## config.mk

```make
export PLATFORM = sky130hd
export DESIGN_NAME = cbf_seq
export DESIGN_NICKNAME = d
export VERILOG_FILES = /design/src/hdl/cbf_pkg.sv /design/src/hdl/cbf_seq.sv
export VERILOG_INCLUDE_DIRS = /design/src /design/src/hdl
export SDC_FILE = /design/constraint.sdc
export NUM_CORES = 1
export LEC_CHECK = 0
export ABC_CLOCK_PERIOD_IN_PS = 11050
export BUFFER_PORTS_ARGS = -buffer_cell sky130_fd_sc_hd__buf_2
export CAP_MARGIN = 10
export CORE_AREA = 2 2 104 106
export CTS_CLUSTER_DIAMETER = 200
export DETAILED_ROUTE_END_ITERATION = 8
export DIE_AREA = 0 0 106 108
export GPL_ROUTABILITY_DRIVEN = 0
export PLACE_DENSITY_LB_ADDON = 0.3
export SKIP_CTS_REPAIR_TIMING = 1
export SYNTH_ARGS = -nofsm -noshare
export SYNTH_HDL_FRONTEND = slang
export SYNTH_SLANG_ARGS = --single-unit
export TNS_END_PERCENT = 100
```

## constraint.sdc

```tcl
create_clock -name clk -period 11.05 [get_ports clk]
set_clock_uncertainty 0.15 [all_clocks]
set_input_delay 2.21 -clock clk [delete_from_list [all_inputs] [get_ports clk]]
set_output_delay 2.21 -clock clk [all_outputs]
set_load 0.03 [all_outputs]
```

## src/hdl/cubic_bezier_flattener_defines.svh

```systemverilog
// assertion macros used by the sample sequencer of the cubic bezier flattener
`ifndef CUBIC_BEZIER_FLATTENER_DEFINES_SVH
`define CUBIC_BEZIER_FLATTENER_DEFINES_SVH

// same-cycle implication, checked outside reset
`define CBF_ASSERT_NOW(label, cond, cons, msg) \
	label: assert property (@(posedge clk) disable iff (!arst_n) (cond) |-> (cons)) \
		else $error(msg);

// next-cycle implication, checked outside reset
`define CBF_ASSERT_NEXT(label, cond, cons, msg) \
	label: assert property (@(posedge clk) disable iff (!arst_n) (cond) |=> (cons)) \
		else $error(msg);

`endif

```

## src/hdl/cbf_pkg.sv

```systemverilog
// types, constants and the interpolation function of the bezier flattener
`timescale 1ns / 1ps
package cbf_pkg;

	localparam int STEPS_LOG2 = 5;
	localparam int COORD_BITS = 16;
	localparam int STEP_BITS  = STEPS_LOG2 + 1;
	localparam int SUM_BITS   = COORD_BITS + STEPS_LOG2 + 2;

	typedef logic signed [COORD_BITS-1:0] coord_t;
	typedef logic [STEP_BITS-1:0] step_t;

	localparam step_t LAST_STEP = step_t'(1 << STEPS_LOG2);

	typedef struct packed {
		coord_t x;
		coord_t y;
	} point_t;

	// sample request from the sequencer to the interpolation pipeline
	typedef struct packed {
		logic       valid;
		step_t      step;
		point_t [3:0] pts;
	} issue_t;

	// floor((a*(N-j) + b*j) / N), exact since N is a power of two
	function automatic coord_t lerp(input coord_t a, input coord_t b, input step_t j);
		logic signed [SUM_BITS-1:0] wa;
		logic signed [SUM_BITS-1:0] wb;
		logic signed [SUM_BITS-1:0] ka;
		logic signed [SUM_BITS-1:0] kb;
		logic signed [SUM_BITS-1:0] s;
		logic signed [SUM_BITS-1:0] sh;
		wa = SUM_BITS'(a);
		wb = SUM_BITS'(b);
		ka = SUM_BITS'(step_t'(LAST_STEP - j));
		kb = SUM_BITS'(j);
		s  = wa * ka + wb * kb;
		sh = s >>> STEPS_LOG2;
		return sh[COORD_BITS-1:0];
	endfunction

	function automatic point_t lerp_pt(input point_t a, input point_t b, input step_t j);
		point_t r;
		r.x = lerp(a.x, b.x, j);
		r.y = lerp(a.y, b.y, j);
		return r;
	endfunction

endpackage

```

## src/hdl/cbf_seq.sv

```systemverilog
// segment latch and sample sequencer
`timescale 1ns / 1ps
`include "cubic_bezier_flattener_defines.svh"
module cbf_seq (
	input  logic                    clk,
	input  logic                    arst_n,
	input  logic                    in_valid,
	output logic                    in_stall,
	input  cbf_pkg::point_t [3:0]   seg_in,
	input  logic                    adv,
	output cbf_pkg::issue_t         issue
);
	import cbf_pkg::*;

	logic         busy_q;
	step_t        step_q;
	point_t [3:0] seg_q;
	logic         accept;
	logic         final_issue;

	// a new segment is taken while idle or as the last sample of the current one issues
	assign final_issue = busy_q && adv && (step_q == LAST_STEP);
	assign in_stall    = busy_q && !final_issue;
	assign accept      = in_valid && !in_stall;

	// control: busy flag and sample index
	always_ff @(posedge clk or negedge arst_n) begin
		if (!arst_n) begin
			busy_q <= 1'b0;
			step_q <= '0;
		end else if (accept) begin
			busy_q <= 1'b1;
			step_q <= '0;
		end else if (final_issue) begin
			busy_q <= 1'b0;
			step_q <= '0;
		end else if (busy_q && adv) begin
			step_q <= step_q + step_t'(1);
		end
	end

	// segment latch
	always_ff @(posedge clk) begin
		if (accept) begin
			seg_q <= seg_in;
		end
	end

	// current sample request
	always_comb begin
		issue.valid = busy_q;
		issue.step  = step_q;
		issue.pts   = seg_q;
	end

	`CBF_ASSERT_NEXT(a_accept_starts, accept, busy_q && step_q == '0, "segment start lost")
	`CBF_ASSERT_NEXT(a_final_ends, final_issue && !accept, !busy_q, "segment did not end")
	`CBF_ASSERT_NEXT(a_hold_on_stall, busy_q && !adv, busy_q && $stable(step_q),
		"sample index moved while stalled")

endmodule

```

# Word level (Yosys, flattened, before mapping)
# Index checks and enable logic that the tools add are counted.
[classes]
add_sub_neg = 1
eq_ne = 1
mux = 5
n_reduce_logical = 8
[ops]
columns = ["operator", "n"]
rows = [
  ["$mux 6", 3],
  ["$add 6x1->6 const B", 1],
  ["$eq 6x6->1 const B", 1],
  ["$logic_and 1x1->1", 4],
  ["$reduce_bool 3->1", 1],
  ["$logic_not 1->1", 2],
  ["$mux 1", 2],
  ["$reduce_bool 2->1", 1],
]
[word_totals]
reg_bits = 135
input_bits = 132
out_inout_bits = 136

# Logic depth before layout (Yosys ltp)
[logic_depth]
ltp_word = 7
mapped_depth = 5
mapped_depth_nobuf = 5

# Least setup slack after synthesis
# OpenSTA, ideal clock, no wires.
[synth_timing]
path_type = "input-to-reg"
startpoint = "input adv"
endpoint = "register seg_q, in the netlist issue[0] (enable)"
setup_ns = 0.502
t_arrival_ns = 5.624
required_ns = 10.398
slack_ns = 4.774
path_stages = 3
cell_sequence = "nand4bb_1 -> o21ai_0 -> and2_1"
[synth_between]
elab_chain_cells = 6
[synth_rtl]
columns = ["element", "line", "source"]
rows = [
  ["from (decl)", "cbf_seq.sv:10", "input logic adv,"],
  ["$logic_and 1x1->1 (2 in series)", "cbf_seq.sv:22", "assign final_issue = busy_q && adv && (step_q == LAST_STEP);"],
  ["$logic_not 1->1", "cbf_seq.sv:23", "assign in_stall = busy_q && !final_issue;"],
  ["$logic_and 1x1->1", "cbf_seq.sv:23", ""],
  ["$logic_not 1->1", "cbf_seq.sv:24", "assign accept = in_valid && !in_stall;"],
  ["$logic_and 1x1->1", "cbf_seq.sv:24", ""],
  ["named net accept", "cbf_seq.sv:18", "logic accept;"],
  ["to (signal assigned)", "cbf_seq.sv:45", "seg_q <= seg_in;"],
  ["to (decl)", "cbf_seq.sv:17", "point_t [3:0] seg_q;"],
]
# The timed path passes the listed nets, and every way through them passes these cells.
# A chain may end at the register's enable or synchronous reset.

# Worst setup path in the final report
[layout_timing]
startpoint = "input adv"
endpoint = "output in_stall"
[layout_between]
elab_chain_cells = 4
[layout_rtl]
columns = ["element", "line", "source"]
rows = [
  ["$logic_and 1x1->1 (2 in series)", "cbf_seq.sv:22", ""],
  ["$logic_not 1->1", "cbf_seq.sv:23", ""],
  ["$logic_and 1x1->1", "cbf_seq.sv:23", ""],
  ["to (decl)", "cbf_seq.sv:8", "output logic in_stall,"],
]
# Every way passes these cells.

==> metrics list <==
* Result of the run: completed
- # H-tree levels: 4
* Final HPWL from detailed placement: 7170 um
* Core area: 10200 um^2
* Maximum number of pins on one net before global-route repair: 75
- Of all cell types, the one taking the most synthesized area is sky130_fd_sc_hd__edfxtp_1.
* Wire length of the first global-routing pass: 13600 um
- The routed design has 9500 um of wire.
* Mux share of post-synthesis cell area: 0.00708
- Power per unit of standard cell area: 193 nW/um^2
* # fillers: 786
* DR iter-0 viols: 86
- Total number of vias: 2630
- Final hold viol count: 0
- Met1 routing resource usage after global routing: 0.169
- Upper clock frequency limit: 182 MHz
* Share of synthesized cell area in and, or, nand and nor gates: 0.0215
- Setup repair after global routing missed its margin: false
- Syn Inst Count: 170
- Together, buffers and inverters on the worst path number 3.
* Data arrival, critical path: 3.15 ns
* Initial Utilization: 0.415
- Arithmetic-cell share of the synthesized area counting full adders, half adders and majority gates: 0.00590
- Synth Area in XOR/XNOR: 0.00413
* Rel. slew slack: 0.407
* Register area share after synthesis: 0.947
- Clock latency on the worst-skew pair, taken at its later pin, is 0.50 ns.
* Number of warnings reported in the yosys synthesis log: 0
* Worst slack on hold paths: 0.452 ns
- Top cells by area, synth: sky130_fd_sc_hd__edfxtp_1 (91%), sky130_fd_sc_hd__dfrtp_1 (4.1%), sky130_fd_sc_hd__mux2i_1 (0.71%), sky130_fd_sc_hd__ha_1 (0.59%), sky130_fd_sc_hd__o21ai_0 (0.47%)
- Clock Root Buffer: sky130_fd_sc_hd__clkbuf_8
- On the worst path, the slowest cell contributes a delay of 0.40 ns.
* Net count after synthesis: 304
* Layout cells sized above 1: 0.635
* Number of max-capacitance violations reported: 0
* Total Die Area: 11400 um^2
- Worst-path cell chain: buf_2 -> nand4bb_1 -> o21ai_0 -> inv_1 -> buf_2
- Power comes to 1.21 mW.
- I/O Pins: 268
- The slowest stage of the critical path belongs to the cell sky130_fd_sc_hd__o21ai_0.
* Worst-margin pin slew: 0.889 ns
* Maximum fanout along the worst path: 4
- Busiest layer in global routing: met2
- Routed via count divided by cell count: 4.35
* Die height: 108 um
* Critical Path End Type: output pin
* Yosys top cell area share: 0.906
- CTS saw 135 sinks.
* Mean routed wirelength per cell: 15.7 um
- By instance count, the cell type seen most on the critical path is sky130_fd_sc_hd__buf_2.
* Setup TNS Final: 0 ns
- Buffers added on ports: 267
- The worst setup path is launched from a primary input.
- Synth-to-Final Area Change: 47.9%
* Remaining antenna violation count after routing: 0
* Via count of the first global-routing pass: 2606
* Met2 Use GR: 0.283
* Cell Rows: 37
- Clock Pin Slew Worst Setup and Hold Paths: 0.06 ns
- In the global route stage, overall resource usage came out at 0.165.
* Combined area of all synthesized cells: 4240 um^2
* Max-slew violation count: 0
- Family with the most delay on the worst path: buffers and inverters
* Inserted Diodes: 0
- Global-route met3 utilization: 0.0880
- The critical path is of the in -> out type.
- TritonCTS built the clock tree.
- Hold WC Path Type: reg -> reg
- DRC violation count after routing: 0
* Final worst path period share: 0.498
- The initial antenna violation count came to 2.
* Main combinational cell family by area after synthesis: simple AND/OR/NAND/NOR gates
* X dimension of the die: 106 um
- Crit path time final: 5.51 ns
- For this run, the detailed router's first-pass iteration total came to 4.
* Synthesized area divided by synthesized cell count: 25.0 um^2
- Across the VDD grid, the largest voltage drop is 0.000131 V.
* Fraction of the mapped netlist area in compound gates: 0.0100
* Nets: 590
* Setup Viol. Count Final: 0
* Residual overflow from global routing: 0
- Unique cell type count in the Yosys netlist: 20
- Critical path required time: 8.69 ns
- Summed over all cells, the static leakage comes to 2.62 nW.
- Clock buffers created by TritonCTS: 17
- No sink is reached through more buffers than the 2 on the longest clock path.
- After synthesis the netlist holds a flip-flop and latch count of 135.
[synth_stat cells]
| cell type | number |
|---|---|
| sky130_fd_sc_hd__buf_4 | 1 |
| sky130_fd_sc_hd__nand2_1 | 2 |
| sky130_fd_sc_hd__xor2_1 | 1 |
| sky130_fd_sc_hd__edfxtp_1 | 128 |
| sky130_fd_sc_hd__dfrtp_1 | 7 |
| sky130_fd_sc_hd__a21oi_1 | 3 |
| sky130_fd_sc_hd__nand2b_1 | 3 |
| sky130_fd_sc_hd__or3_1 | 2 |
| sky130_fd_sc_hd__xnor2_1 | 1 |
| sky130_fd_sc_hd__ha_1 | 2 |
| sky130_fd_sc_hd__nand3_1 | 3 |
| sky130_fd_sc_hd__mux2i_1 | 3 |
| sky130_fd_sc_hd__o21ai_0 | 4 |
| sky130_fd_sc_hd__nand4bb_1 | 1 |
| sky130_fd_sc_hd__nor3_1 | 1 |
| sky130_fd_sc_hd__nor2_1 | 2 |
| sky130_fd_sc_hd__and2_1 | 1 |
| sky130_fd_sc_hd__nand3b_1 | 1 |
| sky130_fd_sc_hd__inv_1 | 3 |
| sky130_fd_sc_hd__o211ai_1 | 1 |
[flip-flops by register name, summed over array words and instances, names as in the netlist]
register and flops:
step_q 6, issue 128, busy_q 1
[worst register-to-register path, delay by kind of cell (launching register included)]
kind,cells,cell delay [ns]
AOI/OAI and AO/OA,1,0.40
adders and majority gates,1,0.14
buffers and inverters,2,0.92
DFF,1,0.40
and+or+nand+nor,2,0.77
[cells in the final DEF, fill, tap and decap left out, types with 2 or more instances in the layout]
cell / count
sky130_fd_sc_hd__a21oi_1: 3
sky130_fd_sc_hd__buf_2: 267
sky130_fd_sc_hd__clkbuf_16: 16
sky130_fd_sc_hd__clkinv_1: 3
sky130_fd_sc_hd__clkinv_2: 3
sky130_fd_sc_hd__clkinvlp_4: 5
sky130_fd_sc_hd__dfrtp_1: 7
sky130_fd_sc_hd__edfxtp_1: 128
sky130_fd_sc_hd__ha_1: 2
sky130_fd_sc_hd__inv_1: 3
sky130_fd_sc_hd__mux2i_1: 3
sky130_fd_sc_hd__nand2_1: 2
sky130_fd_sc_hd__nand2b_1: 3
sky130_fd_sc_hd__nand3_1: 3
sky130_fd_sc_hd__nor2_1: 2
sky130_fd_sc_hd__o21ai_0: 4
sky130_fd_sc_hd__or3_1: 2
[logic make-up after synthesis]
| kind of cell | after synthesis |
|---|---|
| AO/OA/AOI/OAI | 8 |
| XOR/XNOR | 2 |
| adder cells (fa/ha/maj) | 2 |
| buffers and inverters | 4 |
| flip-flops | 135 |
| multiplexers | 3 |
| AND/OR/NAND/NOR | 16 |
[metal layers]
metal	routed length (um)	share of wire	up-vias
met5	24	0.0025	-
met2	4970	0.52	166
met4	154	0.016	4
li1	-	-	1243
met3	1020	0.11	19
met1	3330	0.35	1198
[cell type report]
type	count	area [um^2]	area share
clock buffers	17	414	0.0660
well taps	136	170	0.0271
multi-input cells	31	209	0.0333
flip-flops and latches	135	4020	0.640
inverters	3	11.3	0.00179
repair buffers	268	1340	0.214
clock inverters	14	111	0.0177
[report_power, final]
part | leakage (nW) | internal (mW) | switching, mW | total (mW)
registers | 1.23 | 0.586 | 0.0151 | 0.601
clock network | 0.244 | 0.293 | 0.195 | 0.488
logic | 1.15 | 0.0450 | 0.0800 | 0.125
total | 2.62 | 0.924 | 0.290 | 1.21
[per-stage QoR]
stage | cells | util | setup WS [ns] | area, um^2
final | 604 | 0.614 | 5.54 | 6280
after CTS | 604 | 0.614 | 5.54 | 6280
after global placement | 573 | 0.562 | 5.62 | 5750
after global routing | 604 | 0.614 | 5.39 | 6280
after detailed placement | 573 | 0.562 | 5.55 | 5750
after floorplan | 170 | - | 4.77 | 4240
[worst paths after layout]
| check | from | endpoint | slack [ns] | cells after the start |
|---|---|---|---|---|
| min in group asynchronous | arst_n | step_q[0] | 1.38 | 1 |
| hold / removal | step_q[5] | step_q[5] | 0.45 | 2 |
| max in group asynchronous | arst_n | step_q[4] | 9.21 | 1 |
| setup / recovery | adv | in_stall | 5.54 | 5 |
| setup reg to reg | step_q[0] | issue[21] | 7.83 | 6 |
| hold reg to reg | step_q[5] | step_q[5] | 0.45 | 2 |
Power figures use the tool's default switching activity.
